**src/hw/rtl/rau_pkg.sv**
```systemverilog
// Shared types and constants for the rational arithmetic unit.
// No dependencies; used by the controller, the datapath, the top level and the checker.
`default_nettype none

package rau_pkg;

  localparam int OPERAND_WIDTH_DEF = 16;
  localparam int CMD_W             = 2;
  localparam int RES_W             = 33;
  localparam int OUT_TDATA_W       = ((2 * RES_W + 7) / 8) * 8;

  typedef enum logic [CMD_W-1:0] {
    CMD_ADD = 2'd0,
    CMD_SUB = 2'd1,
    CMD_MUL = 2'd2,
    CMD_DIV = 2'd3
  } rau_cmd_t;

  typedef enum logic [3:0] {
    ST_IDLE,
    ST_MUL_A,
    ST_MUL_B,
    ST_MUL_C,
    ST_COMBINE,
    ST_NORM,
    ST_GCD,
    ST_SCALE,
    ST_DIV,
    ST_WRITE
  } rau_state_t;

  typedef enum logic [3:0] {
    OP_NONE,
    OP_LOAD,
    OP_MUL_A,
    OP_MUL_B,
    OP_MUL_C,
    OP_COMBINE,
    OP_NORM,
    OP_GCD,
    OP_SCALE,
    OP_DIV,
    OP_WRITE
  } rau_op_t;

  typedef struct packed {
    rau_op_t op;
  } rau_ctrl_t;

  typedef struct packed {
    logic reduce;
    logic gcd_done;
    logic div_done;
    logic out_free;
  } rau_status_t;

endpackage

`default_nettype wire

```
**src/hw/rtl/rau_ctrl.sv**
```systemverilog
// Sequencer for the rational arithmetic unit: steps the datapath through
// multiply, combine, normalize, GCD, scaling, division and output write. Depends on rau_pkg.
`default_nettype none

module rau_ctrl (
  input  wire logic                 clk,
  input  wire logic                 rst,
  input  wire logic                 in_valid,
  output logic                      in_ready,
  input  wire rau_pkg::rau_status_t status,
  output rau_pkg::rau_ctrl_t        ctrl
);
  import rau_pkg::*;

  rau_state_t state, state_next;

  always_ff @(posedge clk) begin
    if (rst) begin
      state <= ST_IDLE;
    end else begin
      state <= state_next;
    end
  end

  always_comb begin
    state_next = state;
    ctrl.op    = OP_NONE;
    in_ready   = 1'b0;
    case (state)
      ST_IDLE: begin
        in_ready = 1'b1;
        if (in_valid) begin
          ctrl.op    = OP_LOAD;
          state_next = ST_MUL_A;
        end
      end
      ST_MUL_A: begin
        ctrl.op    = OP_MUL_A;
        state_next = ST_MUL_B;
      end
      ST_MUL_B: begin
        ctrl.op    = OP_MUL_B;
        state_next = ST_MUL_C;
      end
      ST_MUL_C: begin
        ctrl.op    = OP_MUL_C;
        state_next = ST_COMBINE;
      end
      ST_COMBINE: begin
        ctrl.op    = OP_COMBINE;
        state_next = ST_NORM;
      end
      ST_NORM: begin
        ctrl.op    = OP_NORM;
        state_next = status.reduce ? ST_GCD : ST_WRITE;
      end
      ST_GCD: begin
        if (status.gcd_done) begin
          state_next = ST_SCALE;
        end else begin
          ctrl.op = OP_GCD;
        end
      end
      ST_SCALE: begin
        ctrl.op    = OP_SCALE;
        state_next = ST_DIV;
      end
      ST_DIV: begin
        if (status.div_done) begin
          state_next = ST_WRITE;
        end else begin
          ctrl.op = OP_DIV;
        end
      end
      ST_WRITE: begin
        if (status.out_free) begin
          ctrl.op    = OP_WRITE;
          state_next = ST_IDLE;
        end
      end
      default: begin
        state_next = ST_IDLE;
      end
    endcase
  end

endmodule

`default_nettype wire

```
**src/hw/rtl/rau_datapath.sv**
```systemverilog
// Datapath of the rational arithmetic unit: shared multiplier, normalizer,
// binary GCD, dual restoring divider and output register. Depends on rau_pkg.
`default_nettype none

module rau_datapath #(
  parameter int OPERAND_WIDTH = rau_pkg::OPERAND_WIDTH_DEF
) (
  input  wire logic                            clk,
  input  wire logic                            rst,
  input  wire rau_pkg::rau_ctrl_t              ctrl,
  output rau_pkg::rau_status_t                 status,
  input  wire rau_pkg::rau_cmd_t               command,
  input  wire logic signed [OPERAND_WIDTH-1:0] first_num,
  input  wire logic signed [OPERAND_WIDTH-1:0] first_den,
  input  wire logic signed [OPERAND_WIDTH-1:0] second_num,
  input  wire logic signed [OPERAND_WIDTH-1:0] second_den,
  output logic signed [rau_pkg::RES_W-1:0]     result_num,
  output logic signed [rau_pkg::RES_W-1:0]     result_den,
  output logic                                 div_by_zero,
  output logic                                 out_valid,
  input  wire logic                            out_ready
);
  import rau_pkg::*;

  localparam int W  = OPERAND_WIDTH;
  localparam int PW = 2 * W;
  localparam int IW = (2 * W + 1 > 64) ? 64 : 2 * W + 1;
  localparam int CW = $clog2(IW + 1);

  rau_cmd_t            cmd;
  logic signed [W-1:0] n1, d1, n2, d2;
  logic signed [PW-1:0] prod_a, prod_b, prod_c;
  logic signed [IW-1:0] num, den;
  logic                 dz;
  logic [IW-1:0]        ga, gb, g;
  logic [CW-1:0]        k, cnt;
  logic                 neg, reduced;
  logic [IW-1:0]        qn, qd, rn, rd;

  logic signed [W-1:0]  ma, mb;
  logic signed [PW-1:0] mprod;
  logic signed [IW-1:0] a_ext, b_ext, c_ext;
  logic signed [IW-1:0] comb_num, comb_den;
  logic                 comb_dz;
  logic                 flip;
  logic signed [IW-1:0] num_n, den_n;
  logic [IW-1:0]        mag;
  logic [IW-1:0]        tn, td;
  logic signed [IW-1:0] fin_num;

  // shared multiplier operand select
  always_comb begin
    case (ctrl.op)
      OP_MUL_A: begin
        ma = n1;
        mb = (cmd == CMD_MUL) ? n2 : d2;
      end
      OP_MUL_B: begin
        ma = n2;
        mb = d1;
      end
      default: begin
        ma = d1;
        mb = (cmd == CMD_DIV) ? n2 : d2;
      end
    endcase
  end

  assign mprod = PW'(ma) * PW'(mb);

  assign a_ext = IW'(prod_a);
  assign b_ext = IW'(prod_b);
  assign c_ext = IW'(prod_c);

  always_comb begin
    comb_den = c_ext;
    comb_dz  = 1'b0;
    case (cmd)
      CMD_ADD: comb_num = a_ext + b_ext;
      CMD_SUB: comb_num = a_ext - b_ext;
      CMD_MUL: comb_num = a_ext;
      CMD_DIV: begin
        if (n2 == '0) begin
          comb_num = IW'(n1);
          comb_den = IW'(d1);
          comb_dz  = 1'b1;
        end else begin
          comb_num = a_ext;
        end
      end
      default: comb_num = a_ext;
    endcase
  end

  assign flip  = (num != '0) && den[IW-1];
  assign num_n = flip ? -num : num;
  assign den_n = flip ? -den : den;
  assign mag   = num[IW-1] ? IW'(-num) : IW'(num);

  assign status.reduce   = (den_n != '0) && !den_n[IW-1];
  assign status.gcd_done = (ga == '0);
  assign status.div_done = (cnt == CW'(IW));
  assign status.out_free = !out_valid || out_ready;

  assign tn = {rn[IW-2:0], qn[IW-1]};
  assign td = {rd[IW-2:0], qd[IW-1]};

  assign fin_num = neg ? -$signed(qn) : $signed(qn);

  always_ff @(posedge clk) begin
    case (ctrl.op)
      OP_LOAD: begin
        cmd <= command;
        n1  <= first_num;
        d1  <= first_den;
        n2  <= second_num;
        d2  <= second_den;
      end
      OP_MUL_A: prod_a <= mprod;
      OP_MUL_B: prod_b <= mprod;
      OP_MUL_C: prod_c <= mprod;
      OP_COMBINE: begin
        num <= comb_num;
        den <= comb_den;
        dz  <= comb_dz;
      end
      OP_NORM: begin
        num     <= num_n;
        den     <= den_n;
        neg     <= num_n[IW-1];
        reduced <= status.reduce;
        ga      <= mag;
        gb      <= den_n;
        k       <= '0;
      end
      OP_GCD: begin
        if (ga != '0) begin
          if (!ga[0] && !gb[0]) begin
            ga <= ga >> 1;
            gb <= gb >> 1;
            k  <= k + CW'(1);
          end else if (!ga[0]) begin
            ga <= ga >> 1;
          end else if (!gb[0]) begin
            gb <= gb >> 1;
          end else if (ga >= gb) begin
            ga <= ga - gb;
          end else begin
            ga <= gb - ga;
            gb <= ga;
          end
        end
      end
      OP_SCALE: begin
        g   <= gb << k;
        qn  <= mag;
        qd  <= den;
        rn  <= '0;
        rd  <= '0;
        cnt <= '0;
      end
      OP_DIV: begin
        if (tn >= g) begin
          rn <= tn - g;
          qn <= {qn[IW-2:0], 1'b1};
        end else begin
          rn <= tn;
          qn <= {qn[IW-2:0], 1'b0};
        end
        if (td >= g) begin
          rd <= td - g;
          qd <= {qd[IW-2:0], 1'b1};
        end else begin
          rd <= td;
          qd <= {qd[IW-2:0], 1'b0};
        end
        cnt <= cnt + CW'(1);
      end
      default: begin
      end
    endcase
  end

  // output register
  always_ff @(posedge clk) begin
    if (rst) begin
      out_valid <= 1'b0;
    end else if (ctrl.op == OP_WRITE) begin
      out_valid <= 1'b1;
    end else if (out_ready) begin
      out_valid <= 1'b0;
    end
  end

  always_ff @(posedge clk) begin
    if (ctrl.op == OP_WRITE) begin
      result_num  <= reduced ? RES_W'(fin_num) : RES_W'(num);
      result_den  <= reduced ? RES_W'($signed(qd)) : RES_W'(den);
      div_by_zero <= dz;
    end
  end

endmodule

`default_nettype wire

```
**src/hw/rtl/rational_arith_unit_core.sv**
```systemverilog
// Rational arithmetic unit: add, subtract, multiply or divide two signed
// fractions, then normalize the sign and reduce by the GCD.
//
// Input channel s_*: one transaction carries a command (s_tuser) and two
// fractions (s_tdata). Output channel m_*: one transaction per input, the
// reduced numerator and denominator (m_tdata) and a divide-by-zero flag (m_tuser).
// One item is processed at a time; s_tready is high only while the unit is idle.
// After accept the unit forms the three cross products, combines and normalizes
// them, then writes the result when no reduction applies (zero denominator, or
// zero numerator over negative denominator); otherwise it runs the binary GCD,
// one subtract or shift per cycle, then scales the GCD and divides by it on two
// restoring dividers side by side, internal width IW (33 at the default operand width).
// The three cross products share one multiplier, one product per cycle.
// A finished result sits in the output register; the next item is accepted
// while it waits. If the receiver stalls longer, the unit holds its result
// in the write step until the output register frees up.
// Reset clears the sequencer and the output valid; m_tvalid goes low.
// Depends on rau_pkg, rau_ctrl and rau_datapath.
`default_nettype none

module rational_arith_unit_core #(
  parameter int OPERAND_WIDTH = rau_pkg::OPERAND_WIDTH_DEF
) (
  input  wire logic                                    clk,
  input  wire logic                                    rst,
  input  wire logic                                    s_tvalid,
  output logic                                         s_tready,
  // first_num, first_den, second_num, second_den
  input  wire logic [((4*OPERAND_WIDTH+7)/8)*8-1:0]    s_tdata,
  // command
  input  wire logic [rau_pkg::CMD_W-1:0]               s_tuser,
  output logic                                         m_tvalid,
  input  wire logic                                    m_tready,
  // result_num, result_den
  output logic [rau_pkg::OUT_TDATA_W-1:0]              m_tdata,
  // div_by_zero
  output logic                                         m_tuser
);
  import rau_pkg::*;

  localparam int W = OPERAND_WIDTH;

  rau_ctrl_t             ctrl;
  rau_status_t           status;
  logic signed [RES_W-1:0] result_num, result_den;

  rau_ctrl u_ctrl (
    .clk      (clk),
    .rst      (rst),
    .in_valid (s_tvalid),
    .in_ready (s_tready),
    .status   (status),
    .ctrl     (ctrl)
  );

  rau_datapath #(
    .OPERAND_WIDTH (OPERAND_WIDTH)
  ) u_datapath (
    .clk         (clk),
    .rst         (rst),
    .ctrl        (ctrl),
    .status      (status),
    .command     (rau_cmd_t'(s_tuser)),
    .first_num   (s_tdata[W-1:0]),
    .first_den   (s_tdata[2*W-1:W]),
    .second_num  (s_tdata[3*W-1:2*W]),
    .second_den  (s_tdata[4*W-1:3*W]),
    .result_num  (result_num),
    .result_den  (result_den),
    .div_by_zero (m_tuser),
    .out_valid   (m_tvalid),
    .out_ready   (m_tready)
  );

  assign m_tdata = OUT_TDATA_W'({result_den, result_num});

endmodule

`default_nettype wire

```
**config.mk**
```make
export PLATFORM = sky130hd
export DESIGN_NAME = rational_arith_unit_core
export DESIGN_NICKNAME = d
export VERILOG_FILES = /design/src/hw/rtl/rau_pkg.sv /design/src/hw/rtl/rau_ctrl.sv /design/src/hw/rtl/rau_datapath.sv /design/src/hw/rtl/rational_arith_unit_core.sv
export SDC_FILE = /design/constraint.sdc
export NUM_CORES = 2
export LEC_CHECK = 0
export BUFFER_PORTS_ARGS = -buffer_cell sky130_fd_sc_hd__buf_2
export CORE_UTILIZATION = 50
export DETAILED_ROUTE_END_ITERATION = 8
export PLACE_DENSITY = 0.66
export SLEW_MARGIN = 20
export SYNTH_ARGS = -nofsm -noshare
export SYNTH_HDL_FRONTEND = slang
export SYNTH_SLANG_ARGS = --single-unit
```
**constraint.sdc**
```tcl
create_clock -name clk -period 23.6 [get_ports clk]
set_input_delay 4.72 -clock clk [delete_from_list [all_inputs] [get_ports clk]]
set_output_delay 4.72 -clock clk [all_outputs]
set_load 0.01 [all_outputs]
```
== Yosys cells after proc, flatten, opt, wreduce, memory -nomap -nowiden ==
Index checks and enable logic that the tools add are counted.

* Output and inout bits: 75
* Logic and storage cells: 160
* Input port bits: 70
* Flip-flop bits (word level): 544

* Muxes and demuxes: 55
* Eq/ne operators: 33
* Reductions and logical operators: 26
* Magnitude comparators: 3
* $mul: 1
* Add/subtract/negate cells: 11
* Shift operators: 1

{| class="wikitable"
|+ Operator list
! cell !! count
|-
| two-way mux 33 bit || 19
|-
| case mux 33 bit (2 select lines) || 6
|-
| case mux 33 bit (4 select lines) || 1
|-
| case mux 32 bit (2 select lines) || 2
|-
| >= comparator 33 bit || 3
|-
| negator 33 bit || 3
|-
| nonzero test 33 bit || 3
|-
| case mux 4 bit (10 select lines) || 2
|-
| subtractor 33 bit || 2
|-
| two-way mux 32 bit || 2
|-
| case mux 16 bit (2 select lines) || 2
|-
| subtractor 32 bit || 2
|-
| adder 32 x 32 -> 33 bit || 1
|-
| zero test 33 bit || 1
|-
| << shifter 33 x 6 -> 33 bit || 1
|-
| subtractor 32 x 32 -> 33 bit || 1
|-
| == test 4 x 3 -> 1 bit (second input constant) || 8
|-
| multiplier 16 x 16 -> 32 bit || 1
|-
| two-way mux 16 bit || 2
|-
| two-way mux 4 bit || 7
|-
| case mux 6 bit (2 select lines) || 2
|-
| == test 4 bit (second input constant) || 5
|-
| == test 4 x 2 -> 1 bit (second input constant) || 4
|-
| zero test 16 bit || 1
|-
| 21 further kinds || 49
|}

== Depth between registers and ports, before layout ==
* Depth in word-level cells: 7
* Depth in mapped cells: 33
* Depth with buffers taken out: 30

== By module ==
From an unflattened synthesis, not the netlist that was laid out.

* Cells, all modules: 4848
* Area, all modules: 45987.9 µm²

{| class="wikitable"
|+ By module, submodules not included
! module !! sequential area each (µm²) !! area each (µm²) !! cells an instance !! instances
|-
| rau_datapath || 16205.5 || 45567.5 || 4788 || 1
|-
| rau_ctrl || 80.1 || 371.6 || 53 || 1
|-
| rational_arith_unit_core || 0.0 || 48.8 || 7 || 1
|}

== Worst setup path after synthesis ==
Ideal clock, no wire load.

* Path kind: flip-flop to flip-flop
* Start: register u_ctrl.state[0]
* End: register u_datapath.prod_a[31] (data pin)
* Period minus slack after synthesis: 8828 ps
* Path buffers: 3
* Required time: 23331 ps
* Cell stages (with the launch flop): 30
* Setup slack: 14772 ps
* Setup time: 269 ps
* Arrival time: 8559 ps
* Path through: dfxtp_1 > clkbuf_1 > nor2b_1 > nand2_1 > inv_1 > clkbuf_1 > a32oi_1 > o21a_1 > clkbuf_1 > nand2_1 > inv_1 > fa_1 > fa_1 > fa_1 > fa_1 > fa_1 > inv_1 > fa_1 > inv_1 > ha_1 > a21o_1 > a2111o_1 > a2111oi_0 > nor3_1 > a221o_1 > a221oi_1 > a211o_1 > o21bai_1 > a21oi_1 > xnor2_1

* Longest elaborated chain between the ends: 5
* Elaborated cells between the ends (all ways): 16
* Those cells by class: mul: 1; eq/ne: 11; mux: 3; reduce/logical: 1

{| class="wikitable"
|+ Ends and longest elaborated chain
! what !! RTL line !! RTL
|-
| from (decl) || rau_ctrl.sv:15 || <nowiki>rau_state_t state, state_next;</nowiki>
|-
| from (signal assigned) || rau_ctrl.sv:21 || <nowiki>state <= state_next;</nowiki>
|-
| == test 4 bit (tied with other cells) || rau_ctrl.sv:29 || <nowiki>case (state)</nowiki>
|-
| case mux 4 bit (10 select lines) (*) || rau_ctrl.sv:29 ||
|-
| == test 4 x 2 -> 1 bit || rau_datapath.sv:53 || <nowiki>case (ctrl.op)</nowiki>
|-
| case mux 16 bit (2 select lines) || rau_datapath.sv:53 ||
|-
| multiplier 16 x 16 -> 32 bit (*) || rau_datapath.sv:69 || <nowiki>assign mprod = PW'(ma) * PW'(mb);</nowiki>
|-
| via u_datapath.mprod[31] || rau_datapath.sv:41 || <nowiki>logic signed [PW-1:0] mprod;</nowiki>
|-
| to (signal assigned) || rau_datapath.sv:119 || <nowiki>OP_MUL_A: prod_a <= mprod;</nowiki>
|-
| to (decl) || rau_datapath.sv:32 || <nowiki>logic signed [PW-1:0] prod_a, prod_b, prod_c;</nowiki>
|}

The timed path passes the listed nets; every way through them passes the cells marked *.
A chain may end at the register's enable or synchronous reset.

== Worst setup path in the final report ==
* Start: register u_ctrl.state[0]
* End: register u_datapath.prod_c[31] (data pin)

* Longest elaborated chain between the ends: 5
* Elaborated cells between the ends (all ways): 16
* Those cells by class: mul: 1; eq/ne: 11; mux: 3; reduce/logical: 1

{| class="wikitable"
|+ Ends and longest elaborated chain
! what !! RTL line !! RTL
|-
| == test 4 bit (tied with other cells) || rau_ctrl.sv:29 ||
|-
| case mux 4 bit (10 select lines) (*) || rau_ctrl.sv:29 ||
|-
| == test 4 x 2 -> 1 bit || rau_datapath.sv:53 ||
|-
| case mux 16 bit (2 select lines) || rau_datapath.sv:53 ||
|-
| multiplier 16 x 16 -> 32 bit (*) || rau_datapath.sv:69 ||
|-
| via u_datapath.mprod[31] || rau_datapath.sv:41 ||
|-
| to (signal assigned) || rau_datapath.sv:121 || <nowiki>OP_MUL_C: prod_c <= mprod;</nowiki>
|-
| to (decl) || rau_datapath.sv:32 ||
|}

Marked as above.

==> reports/metrics.yaml <==
netlist_instances: 4822
dp.cells: 5966
crit_fanout: 19
r2r-start: "u_ctrl.state[0]"
startpoint: "u_ctrl.state[0]"
cts_resized: 0
cts.root.buffer_cell: "clkbuf_16"
die_w_um: 304
die_h_um: 304
drtIter0Drc: 4180
start_kind: "flop"
drc_errors: 0
setup_viol: 0
fin_crit_sh_pct: 41.1
antenna_found_initial: 1
numCtsBuffers: 66
drive_gt1_share_pct: 8.27
gp_congestion: 0.997
dp_hpwl_um: 114000
cp-endpoint: "u_datapath.prod_c[31]"
drv_slew: 0
via_per_inst: 6.08
cts_tree: "yes"
syn_avg_cell_area_sq_um: 9.44
clock_sinks: 544
hold_violations: 0
initial_core_util_pct: 50.5
hold_path.class: "flop to flop"
via_count: 37000
wirelength_um: 147000
worst_slack_ns: 13.89
status: "completed"
critPathKind: "flop to flop"
fin_skew_ns: 0.0562
fin_cells: 6087
overflow: 0
worst_pin_slew_ns: 1.10
synth_edf_count: 539
portBuffers: 138
ant_nets: 0
yosysSeqAreaShare_pct: 35.8
rr_worst_depth: 26
synth_top_cells_by_area: "edfxtp_1 (36%), fa_1 (12%), ha_1 (7.0%)"
whs_ns: 0.540
die_area_sq_mm: 0.0923
rsz0062_at_grt: "no"
r2r_setup_slack_ns: 13.89
cts.clk_slew.worst_paths_ns: 0.06
ys_top_cells_by_count: "nand2_1 (562), edfxtp_1 (539), nor2_1 (502)"
synth_cell_type_count: 81
finalSetupTns_ns: 0
crit_arrival_ns: 10.05
drv_cap: 0
worstPathRequired_ns: 23.94
synthFlopType: "edfxtp_1"
max_freq_mhz: 103
routedWlPerCell_um: 24.1
grt_pass1_vias: 35500
ys_ff_latch: 544
clock_insertion_delay_worst_skew_ns: 0.66
postCtsSetupBuffers: 0
grt_max_degree: 81
first_pass_iters: 6
syn_to_final_growth_pct: 8.69
htree_levels: 3
yosys.area.top_type: "edfxtp_1"
period_minus_slack_ns: 9.71
core_sq_mm: 0.0901
async_flop_share_pct: 0
clock_path_buffers: 3
netlist_area_sq_mm: 0.0455
yosysWarnings: 0
layout.nets: 5450
synth_top_area_share_pct: 35.5
end_kind: "flop"
hold_buffers: 0
grtUsageTotal_pct: 31.6
r2r-end: "u_datapath.prod_c[31]"
pre_cts_ws_ns: 14.08
num-fill-cells: 8173
relSlewSlack_pct: 26.3
pin_count: 145
grt_pass1_wl_um: 221000
yosysMostFrequentCell: "nand2_1"
row_count: 110
[area by class of cell]
type                    instances  area, sq um  share of cell area [%]
inverters                     472         1770                    3.58
well taps                    1176         1470                    2.97
flip-flops and latches        544        16300                    32.9
repair buffers                196         1130                    2.28
clock buffers                  78         1760                    3.56
multi-input cells            3578        26700                    54.0
diodes                          1         2.50                 0.00506
clock inverters                42          372                   0.751
[logic make-up (layout without fill, tap and decap cells)]
logic type | count (synthesis) | after routing | synth area share, %
AO/OA/AOI/OAI | 1119 | 1119 | 15.6
adder cells (fa/ha/maj) | 522 | 522 | 18.7
other | 1 | 7 | 0.00823
XOR/XNOR | 299 | 299 | 5.75
buffers and inverters | 705 | 788 | 5.87
multiplexers | 154 | 154 | 3.92
AND/OR/NAND/NOR | 1478 | 1478 | 14.4
flip-flops | 544 | 544 | 35.8
[worst min path at each step]
stage	endpoint	slack [ns]	cells after the start	start
after floorplan	u_datapath.div_by_zero	0.40	0	u_datapath.dz
after global placement	u_datapath.qd[11]	0.51	2	u_datapath.qd[10]
after detailed placement	u_datapath.qd[29]	0.52	2	u_datapath.qd[28]
after CTS	u_datapath.qd[4]	0.53	2	u_datapath.qd[3]
after global routing	u_datapath.qd[23]	0.55	2	u_datapath.qd[22]
final	u_datapath.qd[23]	0.54	2	u_datapath.qd[22]
[flip-flops by register name, indices dropped and copies added (netlist names), 2 cells and up]
signal                 cells
u_datapath.qd             33
u_datapath.result_num     33
u_datapath.n2             16
u_datapath.k               6
u_datapath.qn             33
u_datapath.ga             33
u_datapath.n1             16
u_datapath.rn             32
u_datapath.d2             16
u_datapath.cmd             2
u_datapath.num            33
u_datapath.g              33
u_datapath.prod_c         32
u_datapath.d1             16
u_datapath.prod_b         32
u_datapath.den            33
u_datapath.rd             32
u_datapath.prod_a         32
u_datapath.result_den     33
u_datapath.gb             33
u_ctrl.state               4
u_datapath.cnt             6
[routing by layer]
layer  routed length, um  vias up  global-route usage, %
li1                    -    16900                      -
met1               62500    18100                   44.1
met2               66000     1624                   49.3
met3               11900      301                   5.13
met4                6510        2                   12.5
met5                  13        -                      0
[layout by cell type, fill, tap and decap left out, types with 15 or more instances in the layout]
cell type | netlist | final
a211oi_1 | 52 | 52
a21o_1 | 111 | 111
a21oi_1 | 336 | 334
a221oi_1 | 20 | 20
a31oi_1 | 60 | 60
and2_1 | 16 | 15
and3_1 | 29 | 29
buf_2 | 2 | 138
buf_4 | 6 | 58
clkbuf_16 | 0 | 69
clkinv_1 | 3 | 19
edfxtp_1 | 539 | 539
fa_1 | 267 | 267
ha_1 | 255 | 255
inv_1 | 469 | 468
mux2_2 | 36 | 36
mux2i_1 | 102 | 102
mux4_2 | 16 | 16
nand2_1 | 562 | 562
nand2b_1 | 61 | 60
nand3_1 | 59 | 59
nand4_1 | 36 | 36
nor2_1 | 502 | 499
nor2b_1 | 30 | 28
nor3_1 | 55 | 53
nor4_1 | 30 | 30
o211ai_1 | 20 | 20
o21a_1 | 48 | 47
o21ai_0 | 206 | 205
o21ai_1 | 27 | 22
o21bai_1 | 29 | 29
o221ai_1 | 22 | 22
o22a_1 | 28 | 28
o22ai_1 | 32 | 32
o31ai_1 | 27 | 27
or2_2 | 20 | 20
or3_1 | 31 | 29
xnor2_1 | 156 | 156
xor2_1 | 143 | 143
[worst max-delay path: stages (launching register included)]
cell and delay, ns:
dfxtp_1 0.78, nor2b_1 0.26, nand2_1 0.40, inv_1 0.72, a22oi_1 0.30, o22a_1 0.29, o21ai_1 0.34, nor2_1 0.11
fa_1 0.81, fa_1 0.53, fa_1 0.50, fa_1 0.51, fa_1 0.49, inv_1 0.05, fa_1 0.50, inv_1 0.05
ha_1 0.34, a21o_1 0.20, a2111o_1 0.37, a2111oi_0 0.37, nor3_1 0.16, a221o_1 0.43, a221oi_1 0.33, a211o_1 0.21
o21bai_1 0.07, a21oi_1 0.17, xnor2_1 0.11
[per-stage QoR]
step | utilization [%] | instance area, sq um
finish | 54.9 | 49500
global route | 54.9 | 49500
CTS | 54.9 | 49500
detailed placement | 52.5 | 47400
global placement | 52.5 | 47400
floorplan | - | 45600
Power is left out: the tool's default activity adds up to more than one toggle a clock period on the data nets, which glitch-free logic cannot reach.
